`src/rtl/core/irpw_pkg.sv`:
```
// ----------------------------------------------------------------------------
// irpw_pkg
// Shared types and constants of the IR pulse-width frame decoder: register
// indexes, reset nominals, frame bit positions and the pulse class bundle.
// ----------------------------------------------------------------------------
package irpw_pkg;

  // configuration register indexes
  typedef enum logic [1:0] {
    CFG_START_NOMINAL = 2'd0,
    CFG_ONE_NOMINAL   = 2'd1,
    CFG_ZERO_NOMINAL  = 2'd2
  } cfg_index_t;

  localparam int unsigned CFG_INDEX_BITS = 2;

  // reset nominals, truncated to the timer width at the top level
  localparam logic [31:0] START_NOMINAL_RESET = 32'd4000;
  localparam logic [31:0] ONE_NOMINAL_RESET   = 32'd2000;
  localparam logic [31:0] ZERO_NOMINAL_RESET  = 32'd1000;

  // frame layout, bit positions in receive order
  localparam logic [4:0] LAST_ID_BIT    = 5'd2;
  localparam logic [4:0] FIRST_DATA_BIT = 5'd3;
  localparam logic [4:0] LAST_DATA_BIT  = 5'd10;
  localparam logic [4:0] FIRST_SLOT_BIT = 5'd11;
  localparam logic [4:0] LAST_SLOT_BIT  = 5'd15;
  localparam logic [4:0] PARITY_BIT     = 5'd16;

  localparam int unsigned ID_BITS      = 3;
  localparam int unsigned PAYLOAD_BITS = 8;
  localparam int unsigned SLOT_BITS    = 5;

  // window matches of one registered pulse
  typedef struct packed {
    logic is_start;
    logic is_one;
    logic is_zero;
  } pulse_class_t;

endpackage

```
`src/rtl/core/irpw_if.sv`:
```
// ----------------------------------------------------------------------------
// irpw_if
// Valid/ready channels of the decoder: measured pulse widths in, decoded
// frames out.
// ----------------------------------------------------------------------------
interface irpw_pulse_if #(
  parameter int unsigned WIDTH_BITS = 16
);
  logic                  valid;
  logic                  ready;
  logic [WIDTH_BITS-1:0] pulse_width;

  modport source (output valid, output pulse_width, input ready);
  modport sink (input valid, input pulse_width, output ready);
endinterface

interface irpw_frame_if;
  logic       valid;
  logic       ready;
  logic [2:0] sender_id;
  logic [7:0] payload;
  logic [4:0] slot;
  logic       parity_ok;

  modport source (output valid, output sender_id, output payload, output slot,
                  output parity_ok, input ready);
  modport sink (input valid, input sender_id, input payload, input slot,
                input parity_ok, output ready);
endinterface

```
`src/rtl/core/irpw_window.sv`:
```
// ----------------------------------------------------------------------------
// irpw_window
// Tolerance window compare: a width matches a nominal when it lies strictly
// between 3*(nominal>>2) and 5*(nominal>>2).
// ----------------------------------------------------------------------------
module irpw_window #(
  parameter int unsigned WIDTH_BITS = 16
) (
  input  logic [WIDTH_BITS-1:0] width,
  input  logic [WIDTH_BITS-1:0] nominal,
  output logic                  match
);

  logic [WIDTH_BITS:0] quarter;
  logic [WIDTH_BITS:0] low_bound;
  logic [WIDTH_BITS:0] high_bound;
  logic [WIDTH_BITS:0] width_ext;

  // one extra bit keeps 5*quarter from wrapping
  assign quarter    = {3'b000, nominal[WIDTH_BITS-1:2]};
  assign low_bound  = quarter + (quarter << 1);
  assign high_bound = quarter + (quarter << 2);
  assign width_ext  = {1'b0, width};

  assign match = (width_ext > low_bound) && (width_ext < high_bound);

endmodule

```
`src/rtl/core/irpw_frame.sv`:
```
// ----------------------------------------------------------------------------
// irpw_frame
// Frame tracker: opens a frame on a start pulse, shifts in 17 bits LSB
// first, aborts on any other width, and loads the result register.
// ----------------------------------------------------------------------------
module irpw_frame
  import irpw_pkg::*;
(
  input  logic                clk,
  input  logic                rst,
  input  logic                step,
  input  pulse_class_t        pclass,
  irpw_frame_if.source        frame
);

  logic                    in_frame;
  logic                    in_frame_next;
  logic [4:0]              bit_index;
  logic [4:0]              bit_index_next;
  logic [ID_BITS-1:0]      id_shift;
  logic [ID_BITS-1:0]      id_shift_next;
  logic [PAYLOAD_BITS-1:0] data_shift;
  logic [PAYLOAD_BITS-1:0] data_shift_next;
  logic [SLOT_BITS-1:0]    slot_shift;
  logic [SLOT_BITS-1:0]    slot_shift_next;
  logic                    parity_received;
  logic                    parity_received_next;
  logic                    emit;
  logic                    bit_value;
  logic [4:0]              data_offset;
  logic [4:0]              slot_offset;

  assign bit_value   = pclass.is_one;
  assign data_offset = bit_index - FIRST_DATA_BIT;
  assign slot_offset = bit_index - FIRST_SLOT_BIT;

  // classify-and-shift step for one beat
  always_comb begin
    in_frame_next        = in_frame;
    bit_index_next       = bit_index;
    id_shift_next        = id_shift;
    data_shift_next      = data_shift;
    slot_shift_next      = slot_shift;
    parity_received_next = parity_received;
    emit                 = 1'b0;
    if (step) begin
      if (!in_frame) begin
        if (pclass.is_start) begin
          in_frame_next   = 1'b1;
          bit_index_next  = '0;
          data_shift_next = '0;
          slot_shift_next = '0;
        end
      end else if (pclass.is_one || pclass.is_zero) begin
        // place the bit in the field its position belongs to
        if (bit_index <= LAST_ID_BIT) begin
          id_shift_next[bit_index[1:0]] = bit_value;
        end else if (bit_index <= LAST_DATA_BIT) begin
          data_shift_next[data_offset[2:0]] = bit_value;
        end else if (bit_index <= LAST_SLOT_BIT) begin
          slot_shift_next[slot_offset[2:0]] = bit_value;
        end else if (bit_index == PARITY_BIT) begin
          parity_received_next = bit_value;
        end
        bit_index_next = bit_index + 5'd1;
        if (bit_index == PARITY_BIT) begin
          in_frame_next = 1'b0;
          emit          = 1'b1;
        end
      end else begin
        // unexpected width aborts, shift contents stay
        in_frame_next = 1'b0;
      end
    end
  end

  // frame state
  always_ff @(posedge clk) begin
    if (rst) begin
      in_frame        <= 1'b0;
      bit_index       <= '0;
      id_shift        <= '0;
      data_shift      <= '0;
      slot_shift      <= '0;
      parity_received <= 1'b0;
    end else begin
      in_frame        <= in_frame_next;
      bit_index       <= bit_index_next;
      id_shift        <= id_shift_next;
      data_shift      <= data_shift_next;
      slot_shift      <= slot_shift_next;
      parity_received <= parity_received_next;
    end
  end

  // result register
  always_ff @(posedge clk) begin
    if (rst) begin
      frame.valid <= 1'b0;
    end else if (emit) begin
      frame.valid <= 1'b1;
    end else if (frame.ready) begin
      frame.valid <= 1'b0;
    end
  end

  always_ff @(posedge clk) begin
    if (emit) begin
      frame.sender_id <= id_shift_next;
      frame.payload   <= data_shift_next;
      frame.slot      <= slot_shift_next;
      frame.parity_ok <= ^{id_shift_next, data_shift_next, slot_shift_next,
                           parity_received_next};
    end
  end

endmodule

```
`src/rtl/core/ir_pulse_width_frame_decoder.sv`:
```
// ----------------------------------------------------------------------------
// ir_pulse_width_frame_decoder
// Decodes 17-bit IR frames from a stream of measured low-pulse widths.
// ----------------------------------------------------------------------------
// Usage:
//   pulse  - sink channel, one measured pulse width per beat
//   frame  - source channel, one beat per completed frame: sender id,
//            payload, slot and an odd-parity check
//   cfg_*  - write port for the start, one and zero nominal widths;
//            write only while no pulse is in flight
// Path: a frame's last accepted pulse passes the input register, then
// the result register. Throughput: one pulse per cycle while no frame
// beat waits on frame.ready; the window compares and the shift step
// sit between the input register and the state/result registers.
// Reset: nominals return to 4000, 2000 and 1000 (cut to WIDTH_BITS), the
// decoder goes idle and both channels are empty.
// Stall: while a frame beat waits on frame.ready, one more pulse is held
// in the input register; pulse.ready then drops until the frame is taken.
// ----------------------------------------------------------------------------
module ir_pulse_width_frame_decoder
  import irpw_pkg::*;
#(
  parameter int unsigned WIDTH_BITS = 16
) (
  input  logic                      clk,
  input  logic                      rst,
  irpw_pulse_if.sink                pulse,
  irpw_frame_if.source              frame,
  input  logic                      cfg_wr_en,
  input  logic [CFG_INDEX_BITS-1:0] cfg_index,
  input  logic [WIDTH_BITS-1:0]     cfg_wr_data
);

  logic [WIDTH_BITS-1:0] start_nominal;
  logic [WIDTH_BITS-1:0] one_nominal;
  logic [WIDTH_BITS-1:0] zero_nominal;
  logic                  held_valid;
  logic [WIDTH_BITS-1:0] held_width;
  logic                  step;
  pulse_class_t          pclass;

  // nominal registers
  always_ff @(posedge clk) begin
    if (rst) begin
      start_nominal <= START_NOMINAL_RESET[WIDTH_BITS-1:0];
      one_nominal   <= ONE_NOMINAL_RESET[WIDTH_BITS-1:0];
      zero_nominal  <= ZERO_NOMINAL_RESET[WIDTH_BITS-1:0];
    end else if (cfg_wr_en) begin
      if (cfg_index == CFG_START_NOMINAL) begin
        start_nominal <= cfg_wr_data;
      end
      if (cfg_index == CFG_ONE_NOMINAL) begin
        one_nominal <= cfg_wr_data;
      end
      if (cfg_index == CFG_ZERO_NOMINAL) begin
        zero_nominal <= cfg_wr_data;
      end
    end
  end

  // input register, drains whenever the result register can take a beat
  assign step        = held_valid && (!frame.valid || frame.ready);
  assign pulse.ready = !held_valid || step;

  always_ff @(posedge clk) begin
    if (rst) begin
      held_valid <= 1'b0;
    end else if (pulse.ready) begin
      held_valid <= pulse.valid;
    end
  end

  always_ff @(posedge clk) begin
    if (pulse.valid && pulse.ready) begin
      held_width <= pulse.pulse_width;
    end
  end

  // window compares
  irpw_window #(.WIDTH_BITS(WIDTH_BITS)) u_start_window (
    .width   (held_width),
    .nominal (start_nominal),
    .match   (pclass.is_start)
  );

  irpw_window #(.WIDTH_BITS(WIDTH_BITS)) u_one_window (
    .width   (held_width),
    .nominal (one_nominal),
    .match   (pclass.is_one)
  );

  irpw_window #(.WIDTH_BITS(WIDTH_BITS)) u_zero_window (
    .width   (held_width),
    .nominal (zero_nominal),
    .match   (pclass.is_zero)
  );

  // frame tracker and result register
  irpw_frame u_frame (
    .clk    (clk),
    .rst    (rst),
    .step   (step),
    .pclass (pclass),
    .frame  (frame)
  );

endmodule

```
`src/flat_wrapper.sv`:
```
// flat-port wrapper written by rule: the top's interface ports become plain ports
module ir_pulse_width_frame_decoder_flat import irpw_pkg::*;
#(
  parameter int unsigned WIDTH_BITS = 16
)
  (clk, rst, cfg_wr_en, cfg_index, cfg_wr_data, pulse_valid, pulse_pulse_width, pulse_ready, frame_valid, frame_sender_id, frame_payload, frame_slot, frame_parity_ok, frame_ready);
  irpw_pulse_if #(.WIDTH_BITS(WIDTH_BITS)) pulse_i ();
  irpw_frame_if frame_i ();
  input  logic clk;
  input  logic rst;
  input  logic cfg_wr_en;
  input  logic [CFG_INDEX_BITS-1:0] cfg_index;
  input  logic [WIDTH_BITS-1:0] cfg_wr_data;
  input wire logic [$bits(pulse_i.valid)-1:0] pulse_valid;
  input wire logic [$bits(pulse_i.pulse_width)-1:0] pulse_pulse_width;
  output wire logic [$bits(pulse_i.ready)-1:0] pulse_ready;
  output wire logic [$bits(frame_i.valid)-1:0] frame_valid;
  output wire logic [$bits(frame_i.sender_id)-1:0] frame_sender_id;
  output wire logic [$bits(frame_i.payload)-1:0] frame_payload;
  output wire logic [$bits(frame_i.slot)-1:0] frame_slot;
  output wire logic [$bits(frame_i.parity_ok)-1:0] frame_parity_ok;
  input wire logic [$bits(frame_i.ready)-1:0] frame_ready;
  assign pulse_i.valid = pulse_valid;
  assign pulse_i.pulse_width = pulse_pulse_width;
  assign pulse_ready = pulse_i.ready;
  assign frame_valid = frame_i.valid;
  assign frame_sender_id = frame_i.sender_id;
  assign frame_payload = frame_i.payload;
  assign frame_slot = frame_i.slot;
  assign frame_parity_ok = frame_i.parity_ok;
  assign frame_i.ready = frame_ready;
  ir_pulse_width_frame_decoder #(.WIDTH_BITS(WIDTH_BITS)) u_core (.clk(clk), .rst(rst), .pulse(pulse_i), .frame(frame_i), .cfg_wr_en(cfg_wr_en), .cfg_index(cfg_index), .cfg_wr_data(cfg_wr_data));
endmodule
```
`config.mk`:
```
export PLATFORM = sky130hd
export DESIGN_NAME = ir_pulse_width_frame_decoder_flat
export DESIGN_NICKNAME = d
export VERILOG_FILES = /design/src/rtl/core/irpw_pkg.sv /design/src/rtl/core/irpw_if.sv /design/src/rtl/core/irpw_window.sv /design/src/rtl/core/irpw_frame.sv /design/src/rtl/core/ir_pulse_width_frame_decoder.sv /design/src/flat_wrapper.sv
export SDC_FILE = /design/constraint.sdc
export NUM_CORES = 1
export LEC_CHECK = 0
export BUFFER_PORTS_ARGS = -buffer_cell sky130_fd_sc_hd__buf_4
export CORE_ASPECT_RATIO = 1.75
export CORE_MARGIN = 4
export CORE_UTILIZATION = 45
export CTS_CLUSTER_DIAMETER = 150
export DETAILED_ROUTE_END_ITERATION = 7
export MAX_ROUTING_LAYER = met4
export PLACE_DENSITY_LB_ADDON = 0.15
export SLEW_MARGIN = 0
export SYNTH_ARGS = -nofsm -noshare
export SYNTH_HDL_FRONTEND = slang
export SYNTH_HIERARCHICAL = 1
export SYNTH_SLANG_ARGS = --single-unit
```
`constraint.sdc`:
```
create_clock -name clk -period 15.2 [get_ports clk]
set_input_delay 0.76 -clock clk [delete_from_list [all_inputs] [get_ports clk]]
set_output_delay 0.76 -clock clk [all_outputs]
set_load 0.005 [all_outputs]
```
**Word level (Yosys, flattened, before mapping)**

Index checks and enable logic that the tools add are counted.

- Bits in registers: 106
- Input bits: 39
- Output and inout bits: 19

- $add $sub $neg: 9
- $lt $le $gt $ge: 15
- Eq/ne operators: 4
- Mux-type cells: 46
- Reduce and logical (&&, ||, !) cells: 21

Operators with widths:

| kind | number |
|---|---|
| adder 14 x 16 -> 17 bit | 3 |
| < comparator 16 x 17 -> 1 bit | 3 |
| 2-to-1 mux 5 bit | 10 |
| adder 14 x 15 -> 16 bit | 3 |
| greater-than comparator 16 bit | 3 |
| 2-to-1 mux 8 bit | 6 |
| 2-to-1 mux 1 bit | 20 |
| parity 17 bit | 1 |
| 2-to-1 mux 3 bit | 4 |
| <= comparator 5 x 4 -> 1 bit, second input constant | 2 |
| bitwise mux 8 bit | 1 |
| logical AND 1 bit | 8 |
| < comparator 3 x 4 -> 1 bit, second input constant | 2 |
| demux 1 bit (select 3 bit) | 2 |
| greater-or-equal comparator 3 x 1 -> 1 bit, second input constant | 2 |
| AND reduction 2 bit | 3 |
| subtractor 3 x 2 -> 3 bit, second input constant | 2 |
| adder 5 x 1 -> 5 bit, second input constant | 1 |
| bitwise mux 5 bit | 1 |
| equality test 5 bit, second input constant | 1 |
| <= comparator 5 x 2 -> 1 bit, second input constant | 1 |
| nonzero test 2 bit | 2 |
| bitwise mux 3 bit | 1 |
| logical OR 1 bit | 3 |
| other kinds (9) | 10 |

**Depth between registers and ports, before layout**

- Depth in word-level cells: 13
- Gate-level depth with buffers: 24
- Mapped depth without buffers: 23

**By module**

The synthesis kept the hierarchy.

Modules (own cells, without submodules):

| module | times used | cells an instance | area an instance (µm²) |
|---|---|---|---|
| irpw_window (u_core.u_one_window ...) | 2 | 263 | 1,999.4 |
| ir_pulse_width_frame_decoder | 1 | 208 | 2,472.4 |
| irpw_frame | 1 | 230 | 2,212.1 |
| irpw_window (u_core.u_zero_window) | 1 | 237 | 1,873.0 |

**Worst setup path before layout**

OpenSTA, ideal clock, no wires.

- Path type: register to register
- From: reg u_core.one_nominal[3]
- To: reg u_core.u_frame.frame.parity_ok, data pin
- Arrival time: 4.948 ns
- Data required time: 14.932 ns
- Setup slack: 9.985 ns
- Stages on the path, launching flop included: 22
- Cell sequence: dfxtp_1 -> ha_1 -> fa_1 -> a21o_1 -> a21oi_2 -> o211ai_1 -> a311o_1 -> xor2_1 -> ha_1 -> nand4_1 -> a2111oi_0 -> o21ai_0 -> o211a_1 -> a211oi_2 -> nor2_1 -> or3_4 -> nor2_2 -> mux2_4 -> a21oi_4 -> xnor3_1 -> xnor2_1 -> xnor3_1

RTL lines:

| what | RTL line | text |
|---|---|---|
| from (decl) | ir_pulse_width_frame_decoder.sv:35 | `logic [WIDTH_BITS-1:0] one_nominal;` |
| from (signal assigned) | ir_pulse_width_frame_decoder.sv:46 | `one_nominal <= ONE_NOMINAL_RESET[WIDTH_BITS-1:0];` |
| from (signal assigned) | ir_pulse_width_frame_decoder.sv:53 | `one_nominal <= cfg_wr_data;` |
| to (signal assigned) | irpw_frame.sv:112 | `frame.parity_ok <= ^{id_shift_next, data_shift_next, slot_shift_next,` |
| to (decl) | irpw_if.sv:26 | `output parity_ok, input ready);` |

==> flow_metrics.env <==
export IMPL_pwr_density_cell_nw_per_um2=68.3
export IMPL_dpl_cell_count=1506
export IMPL_place_congestion=0.922
export IMPL_area_growth_pct=8.80
export IMPL_hold_buffers=0
export IMPL_grt_total_usage_pct=24.2
export IMPL_antenna_cells=0
export IMPL_rows=73
export IMPL_path_max_fanout=14
export IMPL_period_needed_ns=6.67
export IMPL_grt_pass1_vias=8889
export IMPL_layout_worst_path_cycle_share_pct=43.9
export IMPL_syn_avg_cell_area_um2=8.74
export IMPL_start_kind="register"
export IMPL_antenna_found_initial=0
export IMPL_wl_per_cell_um=19.4
export IMPL_hpwl_mm=23.8
export IMPL_worstSkewPairLatency_ns=0.35
export IMPL_syn_inst=1181
export IMPL_worst_slack_ns=8.53
export IMPL_worst_ep_arrival_time_ns=6.77
export IMPL_fin_nets=1441
export IMPL_end_kind="register"
export IMPL_drc=0
export IMPL_drt_pass1_iterations=5
export IMPL_layout_drive_gt1_share_pct=8.84
export IMPL_grt_overflow=0
export IMPL_tns_ns=0
export IMPL_fp_dieW_um=123
export IMPL_htreeDepth=3
export IMPL_yosys_warnings=6
export IMPL_port_buffers=55
export IMPL_dieArea_um2=25500
export IMPL_register_area_um2=2330
export IMPL_postCtsSetupBuffers=0
export IMPL_cts_resized=0
export IMPL_status="finished, final reports clean"
export IMPL_syn_nets=1405
export IMPL_slew_violations=0
export IMPL_clkSinkCount=100
export IMPL_relSlewSlack_pct=32.2
export IMPL_wirelength_mm=29.5
export IMPL_numCtsBuffers=9
export IMPL_grt_setup_unrepaired="no"
export IMPL_vias_per_cell=5.83
export IMPL_finalHoldViolCount=0
export IMPL_final_cell_count_no_fill=1522
export IMPL_max_clock_freq_ghz=0.150
export IMPL_hold_path_class="reg -> reg"
export IMPL_worstPathRequired_ns=15.30
export IMPL_worst_pin_slew_ns=1.01
export IMPL_ant_nets=0
export IMPL_syn_area_um2=10300
export IMPL_fin_skew_ns=0.00666
export IMPL_fillers=2258
export IMPL_top_level_ports=58
export IMPL_grt_start_max_net_pins=88
export IMPL_vias=8874
export IMPL_cts_root_buf="clkbuf_16"
export IMPL_grt_pass1_wl_mm=46.3
export IMPL_clk_path_buf_depth=2
export IMPL_first_iter_violations=470
export IMPL_clk_pin_slew_ns=0.07
export IMPL_die_height_um=208
export IMPL_multi_input_area_um2=7570
export IMPL_drv_cap=0
export IMPL_reg2reg_slack_ns=8.53
export IMPL_leakagePower_nw=5.05
export IMPL_worstSetupPathType="reg -> reg"
export IMPL_cts_tree="built"
export IMPL_setup_viol=0
export IMPL_place_ws_ns=8.58
export IMPL_start_util_pct=45.6
export IMPL_coreArea_um2=22700
export IMPL_vdd_ir_drop_max_mv=0.0675
==> worst max-delay path, stage by stage, from the launching register on <==
cell and delay [ns]:
dfxtp_1 0.42, ha_1 0.28, fa_1 0.41, a21o_1 0.19, a21oi_2 0.19, o211ai_1 0.21
a311o_1 0.37, xor2_1 0.16, ha_1 0.30, nand4_1 0.18, a2111oi_0 0.32, o21ai_0 0.18
o211a_1 0.16, a211oi_2 0.60, nor2_1 0.43, nor2_1 0.41, nand4_1 0.16, mux2i_1 0.32
xnor2_1 0.19, xnor2_1 0.33, xnor2_1 0.23, xnor3_1 0.36
==> flip-flops by register name (all words and copies together), names as in the netlist, 5 cells and up <==
name / cells
u_core/u_frame/bit_index: 5
u_core/start_nominal: 14
u_core/u_frame/frame.slot: 5
u_core/u_frame/data_shift: 8
u_core/one_nominal: 14
u_core/zero_nominal: 14
u_core/held_width: 16
u_core/u_frame/frame.payload: 8
u_core/u_frame/slot_shift: 5
==> placed cells by master, fill, tap and decap left out, drive strengths merged, types with 35 or more instances in the layout <==
| cell type | n |
|---|---|
| ha | 179 |
| nor2 | 114 |
| a21oi | 98 |
| inv | 71 |
| dfxtp | 67 |
| o21ai | 63 |
| nand2 | 58 |
| buf | 56 |
| nand2b | 44 |
| mux2i | 44 |
| xor2 | 40 |
| a21o | 38 |
| xnor2 | 37 |
| nor3 | 35 |
==> routing by layer <==
metal  track usage (%)  vias up  wire length (um)
met2              42.9      198             15600
met1              24.6     4154             10800
met4              15.7        0              2240
met5                 -        -                 0
met3              2.47       84               845
li1                  -     4438                 -
==> through the flow <==
| step | total power, mW | util [%] | instance area [um^2] | hold WS [ns] |
|---|---|---|---|---|
| 2_1_floorplan | 0.480 | - | 10300 | 0.468 |
| 3_3_place_gp | 0.544 | 48.4 | 11000 | 0.480 |
| 3_5_place_dp | 0.550 | 48.4 | 11000 | 0.492 |
| 4_1_cts | 0.773 | 49.6 | 11200 | 0.503 |
| 5_1_grt | 0.817 | 49.6 | 11200 | 0.519 |
| 6_report | 0.767 | 49.6 | 11200 | 0.501 |
==> final timing paths <==
| kind | cells past startpoint | end | from |
|---|---|---|---|
| hold / removal | 2 | u_core/u_frame/data_shift[4]$_SDFF_PP0_ | u_core/u_frame/data_shift[4]$_SDFF_PP0_ |
| setup reg to reg | 21 | u_core/u_frame/frame.parity_ok$_DFFE_PP_ | u_core/one_nominal[3]$_SDFFE_PP0P_ |
| hold reg to reg | 2 | u_core/u_frame/data_shift[4]$_SDFF_PP0_ | u_core/u_frame/data_shift[4]$_SDFF_PP0_ |
| setup / recovery | 21 | u_core/u_frame/frame.parity_ok$_DFFE_PP_ | u_core/one_nominal[3]$_SDFFE_PP0P_ |
==> cell type report <==
cell class	count	share of cell area (%)
clock buffers	9	2.00
clock inverters	7	0.445
inverters	69	2.31
multi-input cells	981	67.4
flip-flops and latches	100	20.8
well taps	300	3.34
repair buffers	56	3.74
==> report_power, final <==
part	internal [mW]	switching [mW]	total (mW)
sequential	0.283	0.0243	0.308
combinational	0.103	0.135	0.237
clock	0.112	0.110	0.222
total	0.498	0.269	0.767
Note: power is estimated with default switching activity, not from simulation.
